==> src/wkclk_pkg.sv <==
`timescale 1ns / 1ps
`default_nettype none
// ----------------------------------------------------------------------------
// wkclk_pkg
// Shared types and constants of the weekday clock with sleep and wake alarms.
// ----------------------------------------------------------------------------
package wkclk_pkg;

  localparam int unsigned SEC_W  = 6;
  localparam int unsigned MIN_W  = 6;
  localparam int unsigned HOUR_W = 5;
  localparam int unsigned WDAY_W = 3;
  localparam int unsigned ELAPSED_W = 15;
  localparam int unsigned SUBSEC_W  = 16;
  localparam int unsigned CFG_IDX_W  = 3;
  localparam int unsigned CFG_DATA_W = 6;

  localparam logic [SEC_W-1:0]  SEC_LAST  = SEC_W'(59);
  localparam logic [MIN_W-1:0]  MIN_LAST  = MIN_W'(59);
  localparam logic [HOUR_W-1:0] HOUR_LAST = HOUR_W'(23);
  localparam logic [WDAY_W-1:0] WDAY_LAST = WDAY_W'(7);
  localparam logic [WDAY_W-1:0] WDAY_MON  = WDAY_W'(1);

  // Register index bit 2 selects the alarm, bits 1:0 the field.
  localparam logic CFG_BANK_SLEEP = 1'b0;
  localparam logic CFG_BANK_WAKE  = 1'b1;

  typedef enum logic [1:0] {
    OP_TICK      = 2'd0,
    OP_ARM_SLEEP = 2'd1,
    OP_ARM_WAKE  = 2'd2
  } op_t;

  typedef enum logic [1:0] {
    FLD_SECOND  = 2'd0,
    FLD_MINUTE  = 2'd1,
    FLD_HOUR    = 2'd2,
    FLD_WEEKDAY = 2'd3
  } field_t;

  typedef struct packed {
    logic [SEC_W-1:0]  second;
    logic [MIN_W-1:0]  minute;
    logic [HOUR_W-1:0] hour;
    logic [WDAY_W-1:0] weekday;
  } clk_time_t;

  typedef struct packed {
    logic fired;
    logic armed;
  } alarm_stat_t;

endpackage

`default_nettype wire

==> src/wkclk_time.sv <==
`timescale 1ns / 1ps
`default_nettype none
// ----------------------------------------------------------------------------
// wkclk_time
// Subsecond accumulator and second/minute/hour/weekday cascade.
// ----------------------------------------------------------------------------
module wkclk_time #(
  parameter int unsigned COUNTS_PER_SECOND = 20000
) (
  input  wire logic                             clk,
  input  wire logic                             rst_n,
  input  wire logic                             tick,
  input  wire logic [wkclk_pkg::ELAPSED_W-1:0]  elapsed,
  output wkclk_pkg::clk_time_t                  time_nxt,
  output logic                                  adv
);
  import wkclk_pkg::*;

  localparam logic [SUBSEC_W-1:0] PERIOD = SUBSEC_W'(COUNTS_PER_SECOND);

  logic [SUBSEC_W-1:0] subsec_r;
  logic [SUBSEC_W-1:0] subsec_nxt;
  logic [SUBSEC_W:0]   sum;
  logic [SUBSEC_W-1:0] sat;
  clk_time_t           time_r;
  clk_time_t           cascade;

  always_comb begin
    sum = {1'b0, subsec_r} + {{(SUBSEC_W + 1 - ELAPSED_W){1'b0}}, elapsed};
    sat = sum[SUBSEC_W] ? {SUBSEC_W{1'b1}} : sum[SUBSEC_W-1:0];
    adv = tick && (sat >= PERIOD);
    subsec_nxt = subsec_r;
    if (tick) begin
      subsec_nxt = adv ? (sat - PERIOD) : sat;
    end
  end

  always_comb begin
    cascade = time_r;
    if (time_r.second == SEC_LAST) begin
      cascade.second = '0;
      if (time_r.minute == MIN_LAST) begin
        cascade.minute = '0;
        if (time_r.hour == HOUR_LAST) begin
          cascade.hour = '0;
          cascade.weekday = (time_r.weekday == WDAY_LAST) ? WDAY_MON
                                                          : time_r.weekday + 1'b1;
        end else begin
          cascade.hour = time_r.hour + 1'b1;
        end
      end else begin
        cascade.minute = time_r.minute + 1'b1;
      end
    end else begin
      cascade.second = time_r.second + 1'b1;
    end
    time_nxt = adv ? cascade : time_r;
  end

  always_ff @(posedge clk) begin
    if (!rst_n) begin
      subsec_r <= '0;
      time_r   <= '0;
    end else begin
      subsec_r <= subsec_nxt;
      time_r   <= time_nxt;
    end
  end

endmodule

`default_nettype wire

==> src/wkclk_alarm.sv <==
`timescale 1ns / 1ps
`default_nettype none
// ----------------------------------------------------------------------------
// wkclk_alarm
// One-shot alarm: setting registers, arm flag and pending check per second.
// ----------------------------------------------------------------------------
module wkclk_alarm (
  input  wire logic                              clk,
  input  wire logic                              rst_n,
  input  wire logic                              step,
  input  wire logic                              arm,
  input  wire logic                              adv,
  input  wire wkclk_pkg::clk_time_t              now,
  input  wire logic                              cfg_we,
  input  wire wkclk_pkg::field_t                 cfg_field,
  input  wire logic [wkclk_pkg::CFG_DATA_W-1:0]  cfg_data,
  output wkclk_pkg::alarm_stat_t                 stat
);
  import wkclk_pkg::*;

  clk_time_t set_r;
  logic      armed_r;
  logic      armed_nxt;
  logic      due_r;
  logic      due_nxt;
  logic      armed_in;
  logic      due_in;
  logic      match;

  always_comb begin
    armed_in  = armed_r || arm;
    due_in    = due_r || adv;
    match     = (now == set_r);
    armed_nxt = armed_in;
    due_nxt   = due_in;
    stat.fired = 1'b0;
    if (armed_in && due_in) begin
      due_nxt = 1'b0;
      if (match) begin
        armed_nxt  = 1'b0;
        stat.fired = 1'b1;
      end
    end
    stat.armed = armed_nxt;
  end

  always_ff @(posedge clk) begin
    if (!rst_n) begin
      armed_r <= 1'b0;
      due_r   <= 1'b0;
    end else if (step) begin
      armed_r <= armed_nxt;
      due_r   <= due_nxt;
    end
  end

  always_ff @(posedge clk) begin
    if (!rst_n) begin
      set_r <= '0;
    end else if (cfg_we) begin
      case (cfg_field)
        FLD_SECOND:  set_r.second  <= cfg_data[SEC_W-1:0];
        FLD_MINUTE:  set_r.minute  <= cfg_data[MIN_W-1:0];
        FLD_HOUR:    set_r.hour    <= cfg_data[HOUR_W-1:0];
        FLD_WEEKDAY: set_r.weekday <= cfg_data[WDAY_W-1:0];
        default: begin
        end
      endcase
    end
  end

endmodule

`default_nettype wire

==> src/weekday_clock_with_alarms_unit.sv <==
`timescale 1ns / 1ps
`default_nettype none
// ----------------------------------------------------------------------------
// weekday_clock_with_alarms_unit
// Weekday clock fed by subsecond ticks, with one-shot sleep and wake alarms.
// ----------------------------------------------------------------------------
// Result path: input register, then one pass through clock and alarm logic
//   into the result register.
// Throughput: one transaction per cycle; while a result waits, the input
//   register takes one more transaction, then the input stalls.
// Reset (rst_n low, synchronous): time, accumulator, alarm flags and alarm
//   settings clear to zero; no result is pending.
module weekday_clock_with_alarms_unit #(
  parameter int unsigned COUNTS_PER_SECOND = 20000
) (
  input  wire logic                              clk,
  input  wire logic                              rst_n,
  input  wire logic                              in_valid,
  output logic                                   in_ready,
  input  wire logic [1:0]                        in_operation,
  input  wire logic [wkclk_pkg::ELAPSED_W-1:0]   in_elapsed_counts,
  output logic                                   out_valid,
  input  wire logic                              out_ready,
  output logic [wkclk_pkg::SEC_W-1:0]            out_now_second,
  output logic [wkclk_pkg::MIN_W-1:0]            out_now_minute,
  output logic [wkclk_pkg::HOUR_W-1:0]           out_now_hour,
  output logic [wkclk_pkg::WDAY_W-1:0]           out_now_weekday,
  output logic                                   out_sleep_fired,
  output logic                                   out_wake_fired,
  output logic                                   out_sleep_is_armed,
  output logic                                   out_wake_is_armed,
  input  wire logic                              cfg_valid,
  output logic                                   cfg_ready,
  input  wire logic [wkclk_pkg::CFG_IDX_W-1:0]   cfg_index,
  input  wire logic [wkclk_pkg::CFG_DATA_W-1:0]  cfg_data
);
  import wkclk_pkg::*;

  logic                 s1_valid_r;
  logic [1:0]           s1_op_r;
  logic [ELAPSED_W-1:0] s1_elapsed_r;
  logic                 s1_fire;
  logic                 out_valid_r;
  logic                 tick;
  logic                 arm_sleep;
  logic                 arm_wake;
  logic                 adv;
  clk_time_t            time_nxt;
  clk_time_t            now_r;
  alarm_stat_t          sleep_stat;
  alarm_stat_t          wake_stat;
  alarm_stat_t          sleep_r;
  alarm_stat_t          wake_r;
  logic                 cfg_we;
  field_t               cfg_field;

  assign s1_fire  = s1_valid_r && (!out_valid_r || out_ready);
  assign in_ready = !s1_valid_r || s1_fire;
  assign cfg_ready = 1'b1;
  assign cfg_we    = cfg_valid && cfg_ready;
  assign cfg_field = field_t'(cfg_index[1:0]);

  always_comb begin
    tick      = 1'b0;
    arm_sleep = 1'b0;
    arm_wake  = 1'b0;
    case (op_t'(s1_op_r))
      OP_TICK:      tick      = s1_fire;
      OP_ARM_SLEEP: arm_sleep = s1_fire;
      OP_ARM_WAKE:  arm_wake  = s1_fire;
      default: begin
      end
    endcase
  end

  always_ff @(posedge clk) begin
    if (!rst_n) begin
      s1_valid_r  <= 1'b0;
      out_valid_r <= 1'b0;
    end else begin
      if (in_ready) begin
        s1_valid_r <= in_valid;
      end
      if (s1_fire) begin
        out_valid_r <= 1'b1;
      end else if (out_ready) begin
        out_valid_r <= 1'b0;
      end
    end
  end

  always_ff @(posedge clk) begin
    if (in_valid && in_ready) begin
      s1_op_r      <= in_operation;
      s1_elapsed_r <= in_elapsed_counts;
    end
    if (s1_fire) begin
      now_r   <= time_nxt;
      sleep_r <= sleep_stat;
      wake_r  <= wake_stat;
    end
  end

  wkclk_time #(
    .COUNTS_PER_SECOND(COUNTS_PER_SECOND)
  ) u_time (
    .clk      (clk),
    .rst_n    (rst_n),
    .tick     (tick),
    .elapsed  (s1_elapsed_r),
    .time_nxt (time_nxt),
    .adv      (adv)
  );

  wkclk_alarm u_sleep (
    .clk       (clk),
    .rst_n     (rst_n),
    .step      (s1_fire),
    .arm       (arm_sleep),
    .adv       (adv),
    .now       (time_nxt),
    .cfg_we    (cfg_we && (cfg_index[2] == CFG_BANK_SLEEP)),
    .cfg_field (cfg_field),
    .cfg_data  (cfg_data),
    .stat      (sleep_stat)
  );

  wkclk_alarm u_wake (
    .clk       (clk),
    .rst_n     (rst_n),
    .step      (s1_fire),
    .arm       (arm_wake),
    .adv       (adv),
    .now       (time_nxt),
    .cfg_we    (cfg_we && (cfg_index[2] == CFG_BANK_WAKE)),
    .cfg_field (cfg_field),
    .cfg_data  (cfg_data),
    .stat      (wake_stat)
  );

  assign out_valid          = out_valid_r;
  assign out_now_second     = now_r.second;
  assign out_now_minute     = now_r.minute;
  assign out_now_hour       = now_r.hour;
  assign out_now_weekday    = now_r.weekday;
  assign out_sleep_fired    = sleep_r.fired;
  assign out_wake_fired     = wake_r.fired;
  assign out_sleep_is_armed = sleep_r.armed;
  assign out_wake_is_armed  = wake_r.armed;

endmodule

`default_nettype wire

==> config.mk <==
export PLATFORM = sky130hd
export DESIGN_NAME = weekday_clock_with_alarms_unit
export DESIGN_NICKNAME = d
export VERILOG_FILES = /design/src/wkclk_pkg.sv /design/src/wkclk_time.sv /design/src/wkclk_alarm.sv /design/src/weekday_clock_with_alarms_unit.sv
export SDC_FILE = /design/constraint.sdc
export NUM_CORES = 1
export LEC_CHECK = 0
export BUFFER_PORTS_ARGS = -buffer_cell sky130_fd_sc_hd__buf_4
export CAP_MARGIN = 25
export CORE_UTILIZATION = 40
export CTS_BUF_LIST = sky130_fd_sc_hd__clkbuf_8
export CTS_CLUSTER_DIAMETER = 120
export DETAILED_ROUTE_END_ITERATION = 10
export MAX_ROUTING_LAYER = met4
export PLACE_DENSITY = 0.55
export SYNTH_ARGS = -nofsm -noshare
export SYNTH_HDL_FRONTEND = slang
export SYNTH_HIERARCHICAL = 1
export SYNTH_SLANG_ARGS = --single-unit
==> constraint.sdc <==
create_clock -name clk -period 11.2 [get_ports clk]
set_clock_uncertainty 0.1 [all_clocks]
set_input_delay 2.24 -clock clk [delete_from_list [all_inputs] [get_ports clk]]
set_output_delay 2.24 -clock clk [all_outputs]
set_load 0.1 [all_outputs]
**After elaboration in Yosys (flattened, before gate mapping)**

Cells that the tools add are included.

- Add/sub/neg operators: 6
- Multiply operators: 0
- Divide/modulo/power cells: 0
- Order comparisons: 1
- Eq/ne operators: 11
- Shift-type cells: 0
- Mux-type cells: 23
- Bitwise operators: 1
- Reductions and logical operators: 26

Operator list:

| cell | count |
|---|---|
| $eq A20 B20 Y1 | 2 |
| $mux W16 | 2 |
| $mux W20 | 1 |
| $add A16 B15 Y17 | 1 |
| $ge A16 B15 Y1 const B | 1 |
| $reduce_and A2 Y1 | 8 |
| $sub A16 B15 Y16 const B | 1 |
| $mux W14 | 1 |
| $mux W1 | 13 |
| $add A6 B1 Y6 const B | 2 |
| $eq A6 B6 Y1 const B | 2 |
| $mux W6 | 2 |
| $mux W8 | 1 |
| $logic_and A1 B1 Y1 | 7 |
| $eq A2 B2 Y1 const B | 3 |
| $logic_or A1 B1 Y1 | 6 |
| $mux W3 | 2 |
| $add A5 B1 Y5 const B | 1 |
| $eq A5 B5 Y1 const B | 1 |
| $mux W5 | 1 |
| $eq A2 B1 Y1 const B | 2 |
| $logic_not A2 Y1 | 2 |
| $add A3 B1 Y3 const B | 1 |
| $eq A3 B3 Y1 const B | 1 |
| other kinds (3) | 4 |

- Register bits: 123
- Latch bits: 0
- RAM bits: 0
- Memory bits (read-only): 0
- Bits of input ports: 31
- Memories kept: 0

**Logic depth before layout (Yosys ltp)**

Gate-level depths: netlist (run 1).

- Depth in word-level cells: 9
- Depth in mapped cells: 19

**Cells and area by module**

The synthesis (run 1) kept the hierarchy.

By module, submodules not included:

| module | times used | cells an instance | area each (µm²) | seq. area each (µm²) |
|---|---|---|---|---|
| wkclk_time | 1 | 379 | 3085.5 | 720.7 |
| wkclk_alarm | 2 | 106 | 1101.1 | 440.4 |
| weekday_clock_with_alarms_unit | 1 | 57 | 1387.6 | 1271.2 |

**Worst setup path after synthesis (run 1)**

Ideal clock, no wire load.

- Path type: input -> output
- From: input port out_ready
- To: output port in_ready
- Arrival time: 2.968 ns
- Data required time: 8.860 ns
- Path slack: 5.892 ns
- Stages: 2
- Path through: nor2b_4 -> nand2_1

- Cells in the longest elaborated chain, start to end: 3

Ends and longest elaborated chain:

| element | RTL line | source |
|---|---|---|
| start: declaration | weekday_clock_with_alarms_unit.sv:23 | `input wire logic out_ready,` |
| $logic_or A1 B1 Y1 | weekday_clock_with_alarms_unit.sv:57 | `assign s1_fire = s1_valid_r && (!out_valid_r \|\| out_ready);` |
| $logic_and A1 B1 Y1 | weekday_clock_with_alarms_unit.sv:57 |  |
| $logic_or A1 B1 Y1 | weekday_clock_with_alarms_unit.sv:58 | `assign in_ready = !s1_valid_r \|\| s1_fire;` |
| end: declaration | weekday_clock_with_alarms_unit.sv:19 | `output logic in_ready,` |

Every way passes these cells.

==> results of run 1 <==
-- final cells by class --
| class | count | area share [%] |
|---|---|---|
| clock buffer | 18 | 3.22 |
| multi-input combinational | 489 | 47.2 |
| inverter | 8 | 0.390 |
| clock inverter | 14 | 2.49 |
| tap | 216 | 3.51 |
| timing repair buffer | 60 | 5.85 |
| sequential | 123 | 37.3 |
-- logic make-up (layout without fill, tap and decap cells) --
logic type,after synthesis,count (layout)
adders and majority gates,22,22
muxes,59,59
other,1,1
xor gates and xnor gates,52,52
AOI/OAI and AO/OA,133,133
DFF,123,123
buffers and inverters,36,100
and+or+nand+nor,222,222
-- through the flow --
step | hold slack [ns] | setup WS, ns
after floorplan | 0.352 | 5.89
after global placement | 0.365 | 5.81
after CTS | 0.397 | 5.80
after detailed placement | 0.380 | 5.72
after global routing | 0.424 | 5.31
final | 0.390 | 5.74
-- power by group through the flow --
| stage | sequential, mW | combinational (mW) | clock, mW |
|---|---|---|---|
| 2_1_floorplan | 0.521 | 0.0775 | 0 |
| 3_3_place_gp | 0.492 | 0.144 | 0 |
| 3_5_place_dp | 0.492 | 0.145 | 0 |
| 4_1_cts | 0.482 | 0.146 | 0.447 |
| 5_1_grt | 0.483 | 0.157 | 0.467 |
| 6_report | 0.482 | 0.146 | 0.435 |
-- worst max path at each step --
stage                                   endpoint  slack (ns)  cells after the start
floorplan                               in_ready        5.89                      2
global placement    out_sleep_is_armed$_DFFE_PP_        5.81                     12
detailed placement  out_sleep_is_armed$_DFFE_PP_        5.72                     12
CTS                 out_sleep_is_armed$_DFFE_PP_        5.80                     15
global route         out_wake_is_armed$_DFFE_PP_        5.31                     14
finish              out_sleep_is_armed$_DFFE_PP_        5.74                     15
-- critical path, delay by kind of cell, from the launching register on --
kind | cells | cell delay (ns)
DFF | 1 | 0.38
muxes | 1 | 0.16
xor gates and xnor gates | 1 | 0.17
adders and majority gates | 2 | 0.71
AOI/OAI and AO/OA | 8 | 2.69
and+or+nand+nor | 3 | 0.99
-- sequential cells by signal (all words and copies together), names as in the netlist, 5 cells and up --
signal	count
out_now_hour	5
u_time/time_r	20
s1_elapsed_r	15
out_now_minute	6
out_now_second	6
u_time/subsec_r	16
u_wake/set_r	20
u_sleep/set_r	20
-- per-layer routing --
layer  up-vias  wire, um  track usage (%)
met1      2429      8030             26.5
met5         -         0                -
met3        11       670             3.55
met4         0       112             5.82
li1       2474         -                -
met2       130      7000             28.5
-- Yosys cell counts (3+ instances only) --
cell / count
nor2_1: 26
xnor2_1: 38
o21ai_0: 21
a21oi_1: 30
buf_4: 5
dfxtp_1: 82
inv_1: 7
clkbuf_1: 16
nor4_2: 4
a31oi_1: 11
buf_2: 4
edfxtp_1: 41
nand3_1: 18
mux2_4: 6
or3_1: 4
nor2b_1: 43
nand2b_1: 4
nand4_1: 16
and3_1: 10
and4_1: 3
nand2_1: 46
a21o_1: 8
nor3_1: 5
and2_1: 16
mux2i_1: 48
o31ai_1: 6
a21boi_0: 5
mux2_1: 3
o211ai_1: 6
a211oi_2: 4
ha_1: 21
a211o_1: 3
o21ai_1: 5
xor2_1: 14
a311oi_1: 3
nand3b_1: 4
==> impl_metrics.tcl, run 1 <==
set metrics [dict create \
    fmax_mhz 183 \
    diodes 0 \
    routed_wirelength_um 15800 \
    critPathSlowestCell "a211oi_2" \
    numCtsBuffers 17 \
    postCtsSetupBuffers 0 \
    switching_share_pct 27.4 \
    area_growth_pct 15.4 \
    syn_avg_cell_area_um2 10.3 \
    synth_area_leaders "dfxtp_1, edfxtp_1, mux2i_1" \
    die_area_um2 17200 \
    relSlewSlack_pct 24.5 \
    fill_cells 1530 \
    grt_pass1_vias 4779 \
    grt.total_usage_pct 19.2 \
    postRouteAntennaNets 0 \
    design_area_um2 7700 \
    holdPathEnd "u_sleep/due_r$_SDFFE_PN0P_" \
    crit_type "reg -> reg" \
    power_frac_comb_pct 13.8 \
    rr_worst_depth 15 \
    final_cell_mix "dfxtp_1, buf_4, mux2i_1" \
    nNetsFinal 752 \
    p_clk_share_pct 40.9 \
    yosysWarnings 6 \
    place_area_um2 7260 \
    syn_nets 701 \
    synth_top_family_by_area "simple AND/OR/NAND/NOR gates" \
    r2r_setup_slack_ns 5.74 \
    hold_path_class "reg -> reg" \
    start_util_pct 41.4 \
    overflow 0 \
    crit_chain "ha_1, fa_1, a211oi_2, o21ai_2, a32oi_2, mux2i_1, nor4_4, a32oi_2, a211oi_2, a21oi_1, a31oi_1, xnor2_1, nand4_1, nor4_2, a21oi_1" \
    io_pins 58 \
    cts_resized 0 \
    finalCritPeriodShare_pct 48.8 \
    drc 0 \
    place.gp.congestion 0.838 \
    finalSetupViolCount 0 \
    grt_pass1_wl_um 25200 \
    hpwl_um 11500 \
    dp_cells 896 \
    cts-hold-fix-buffers 0 \
    fin_crit_ns 5.46 \
    status "finished, final reports clean" \
    antenna_found_initial 0 \
    rows 46 \
    yosysSeqAreaShare_pct 43.0 \
    arrival_ns 5.52 \
    p_switching_mw 0.291 \
    setup_tns_ns 0 \
    startpoint "s1_elapsed_r[0]$_DFFE_PP_" \
    cts.sinks 123 \
    worst_ep_required_time_ns 11.26 \
    tritoncts "yes" \
    synth_fa_ha_area_share_pct 4.24 \
    final_common_cell "dfxtp_1" \
    fin_total_pwr_mw 1.06 \
    numPortBuffers 56 \
    whs_path_depth 2 \
    core_um2 16100 \
    slew_violations 0 \
    clock_path_buffers 2 \
    grt_max_degree 82 \
    clock-root-buffer "clkbuf_8" \
    synth_flop_cell "dfxtp_1" \
    min_from "u_sleep/due_r$_SDFFE_PN0P_" \
    synth_area_um2 6680 \
    synth_area_leader_cell "dfxtp_1" \
    startpoint_type "register" \
    hold_viol 0 \
    fp.dieW_um 131 \
    synth_compound_area_share_pct 14.2 \
    cts.clk_slew.worst_paths_ns 0.07 \
    cts-htree-levels 4 \
    rsz0062_at_grt "false" \
    synth-seq-cells 123 \
    cp_max_fo 11 \
    synth_cells 648 \
    wl_per_cell_um 17.0 \
    fp.dieH_um 131 \
    reg2reg_from "s1_elapsed_r[0]$_DFFE_PP_" \
    synth_top_area_share_pct 24.6 \
    muxShareOfSynthArea_pct 9.39 \
    drive_gt1_share_pct 18.3 \
    cp_slowest_stage_delay_ns 0.79 \
    seqCellArea_um2 2870 \
    multi_input_area_um2 3640 \
    vias_per_cell 5.44 \
    synth_xor_area_share_pct 6.82 \
    drv_cap 0 \
    async_flop_share_pct 0 \
    p_int_mw 0.772 \
    worst_slew_pin_slew_ns 1.12 \
    synthSimpleGateAreaFrac_pct 19.6 \
    vias 5044 \
    clock_insertion_delay_worst_skew_ns 0.43 \
    synth.distinct_cells 84 \
    vdd_drop_max_uv 98.6 \
    post-route-util_pct 47.8 \
    fin_cells 928 \
    reg2reg_to "out_sleep_is_armed$_DFFE_PP_" \
    p_seq_share_pct 45.3 \
    drtPass1Iterations 5 \
    drtIter0Drc 380 \
    end_kind "register" \
    synth_edf_count 41 \
    leakagePower_nw 3.06 \
    power-per-cell-area_nw_per_um2 138 \
]
(Power assumes the default switching activity.)
==> run 2, diff against run 1 <==
- clock period: 11.2 -> 5.6 ns (I/O delays scaled with it)
==> impl_metrics.tcl, run 2 (synthesis gave the netlist of run 1 again) <==
set metrics [dict create \
    relSlewSlack_pct 31.6 \
    rows 46 \
    fin_hold_ws_ns 0.390 \
    die_area_um2 17200 \
    cts-htree-levels 4 \
    grt_pass1_wl_um 26500 \
    core_um2 16100 \
    drv_cap 0 \
    leakagePower_nw 3.07 \
    fp.dieW_um 131 \
    finalSetupViolCount 0 \
    rsz0062_at_grt "false" \
    tritoncts "yes" \
    vias_per_cell 5.46 \
    hpwl_um 11700 \
    fp.dieH_um 131 \
    critPathSlowestCell "fa_1" \
    wl_per_cell_um 17.5 \
    postRouteAntennaNets 0 \
    vias 5082 \
    final_cell_mix "dfxtp_1, buf_4, mux2i_1" \
    area_growth_pct 14.9 \
    start_util_pct 41.4 \
    crit_chain "ha_1, fa_1, a211oi_2, o21ai_2, a32oi_2, mux2i_1, nor4_4, a32oi_2, buf_4, a21oi_4, a21oi_1, a31oi_1, xnor2_1, nand4_1, nor4_1, a21oi_1" \
    clock_insertion_delay_worst_skew_ns 0.44 \
    hold_path_class "reg -> reg" \
    fin_crit_ns 5.04 \
    clock_path_buffers 2 \
    nNetsFinal 754 \
    overflow 0 \
    crit_type "reg -> reg" \
    dp_slack_ns 0.611 \
    numCtsBuffers 17 \
    drtIter0Drc 403 \
    seqCellArea_um2 2870 \
    cts_resized 0 \
    drc 0 \
    setup_tns_ns 0 \
    slew_violations 0 \
    antenna_found_initial 0 \
    setup_slack_ns 0.560 \
    vdd_drop_max_uv 154 \
    worst_slew_pin_slew_ns 1.01 \
    fill_cells 1550 \
    fmax_mhz 198 \
    io_pins 58 \
    hold_viol 0 \
    routed_wirelength_um 16300 \
    cts.sinks 123 \
    cp_max_fo 15 \
    grt.total_usage_pct 20.3 \
    cts.clk_slew.worst_paths_ns 0.08 \
    drive_gt1_share_pct 17.9 \
    arrival_ns 5.10 \
    grt_max_degree 59 \
    drtPass1Iterations 5 \
    power-per-cell-area_nw_per_um2 265 \
    numPortBuffers 56 \
    status "finished, final reports clean" \
    grt_pass1_vias 4887 \
    cp_slowest_stage_delay_ns 0.44 \
    r2r_setup_slack_ns 0.56 \
    end_kind "register" \
    worst_ep_required_time_ns 5.66 \
    diodes 0 \
    reg_top3 "u_sleep/set_r: 20 flops, u_time/time_r: 20 flops, u_wake/set_r: 20 flops" \
    clock-root-buffer "clkbuf_8" \
    startpoint_type "register" \
    final_common_cell "dfxtp_1" \
    place.gp.congestion 0.853 \
    cts-hold-fix-buffers 0 \
    multi_input_area_um2 3640 \
    postCtsSetupBuffers 0 \
    finalCritPeriodShare_pct 90.0 \
]
-- run 2: metal layers --
metal,routed length [um],up-vias,track usage (%)
li1,-,2485,-
met1,8270,2441,28.6
met2,7040,142,28.4
met3,765,14,4.51
met4,204,0,6.47
met5,0,-,-
-- run 2: worst paths after layout --
kind                                           end  cells past startpoint                             start
setup / recovery      out_sleep_is_armed$_DFFE_PP_                     16         s1_elapsed_r[0]$_DFFE_PP_
hold / removal    u_time/subsec_r[12]$_SDFFE_PN0P_                      2  u_time/subsec_r[12]$_SDFFE_PN0P_
hold reg to reg   u_time/subsec_r[12]$_SDFFE_PN0P_                      2  u_time/subsec_r[12]$_SDFFE_PN0P_
setup reg to reg      out_sleep_is_armed$_DFFE_PP_                     16         s1_elapsed_r[0]$_DFFE_PP_
-- run 2: stage by stage --
step / instances / util (%) / area [um2] / total power [mW]
2_1_floorplan: 648 / - / 6680 / 1.20
3_3_place_gp: 898 / 45.2 / 7280 / 1.27
3_5_place_dp: 898 / 45.2 / 7280 / 1.28
4_1_cts: 930 / 47.6 / 7670 / 2.06
5_1_grt: 930 / 47.6 / 7670 / 2.13
6_report: 930 / 47.6 / 7670 / 2.04
-- run 2: area by class of cell --
cell class / count / share of cell area, %
multi-input combinational: 489 / 47.4
sequential: 123 / 37.4
timing repair buffer: 62 / 6.07
clock buffer: 21 / 3.77
tap: 216 / 3.52
clock inverter: 11 / 1.37
inverter: 8 / 0.391
-- run 2: power breakdown --
group          switching, mW  internal (mW)
clock network          0.343          0.435
logic                  0.197         0.0969
registers             0.0157          0.949
total                  0.556           1.48
-- run 2: worst max-delay path: cells and delay by family (launching register included) --
family | cells | cell delay (ns)
AND/OR/NAND/NOR | 3 | 0.97
buffers and inverters | 1 | 0.23
AO/OA/AOI/OAI | 8 | 2.04
flip-flops | 1 | 0.37
XOR/XNOR | 1 | 0.18
multiplexers | 1 | 0.17
adder cells (fa/ha/maj) | 2 | 0.70
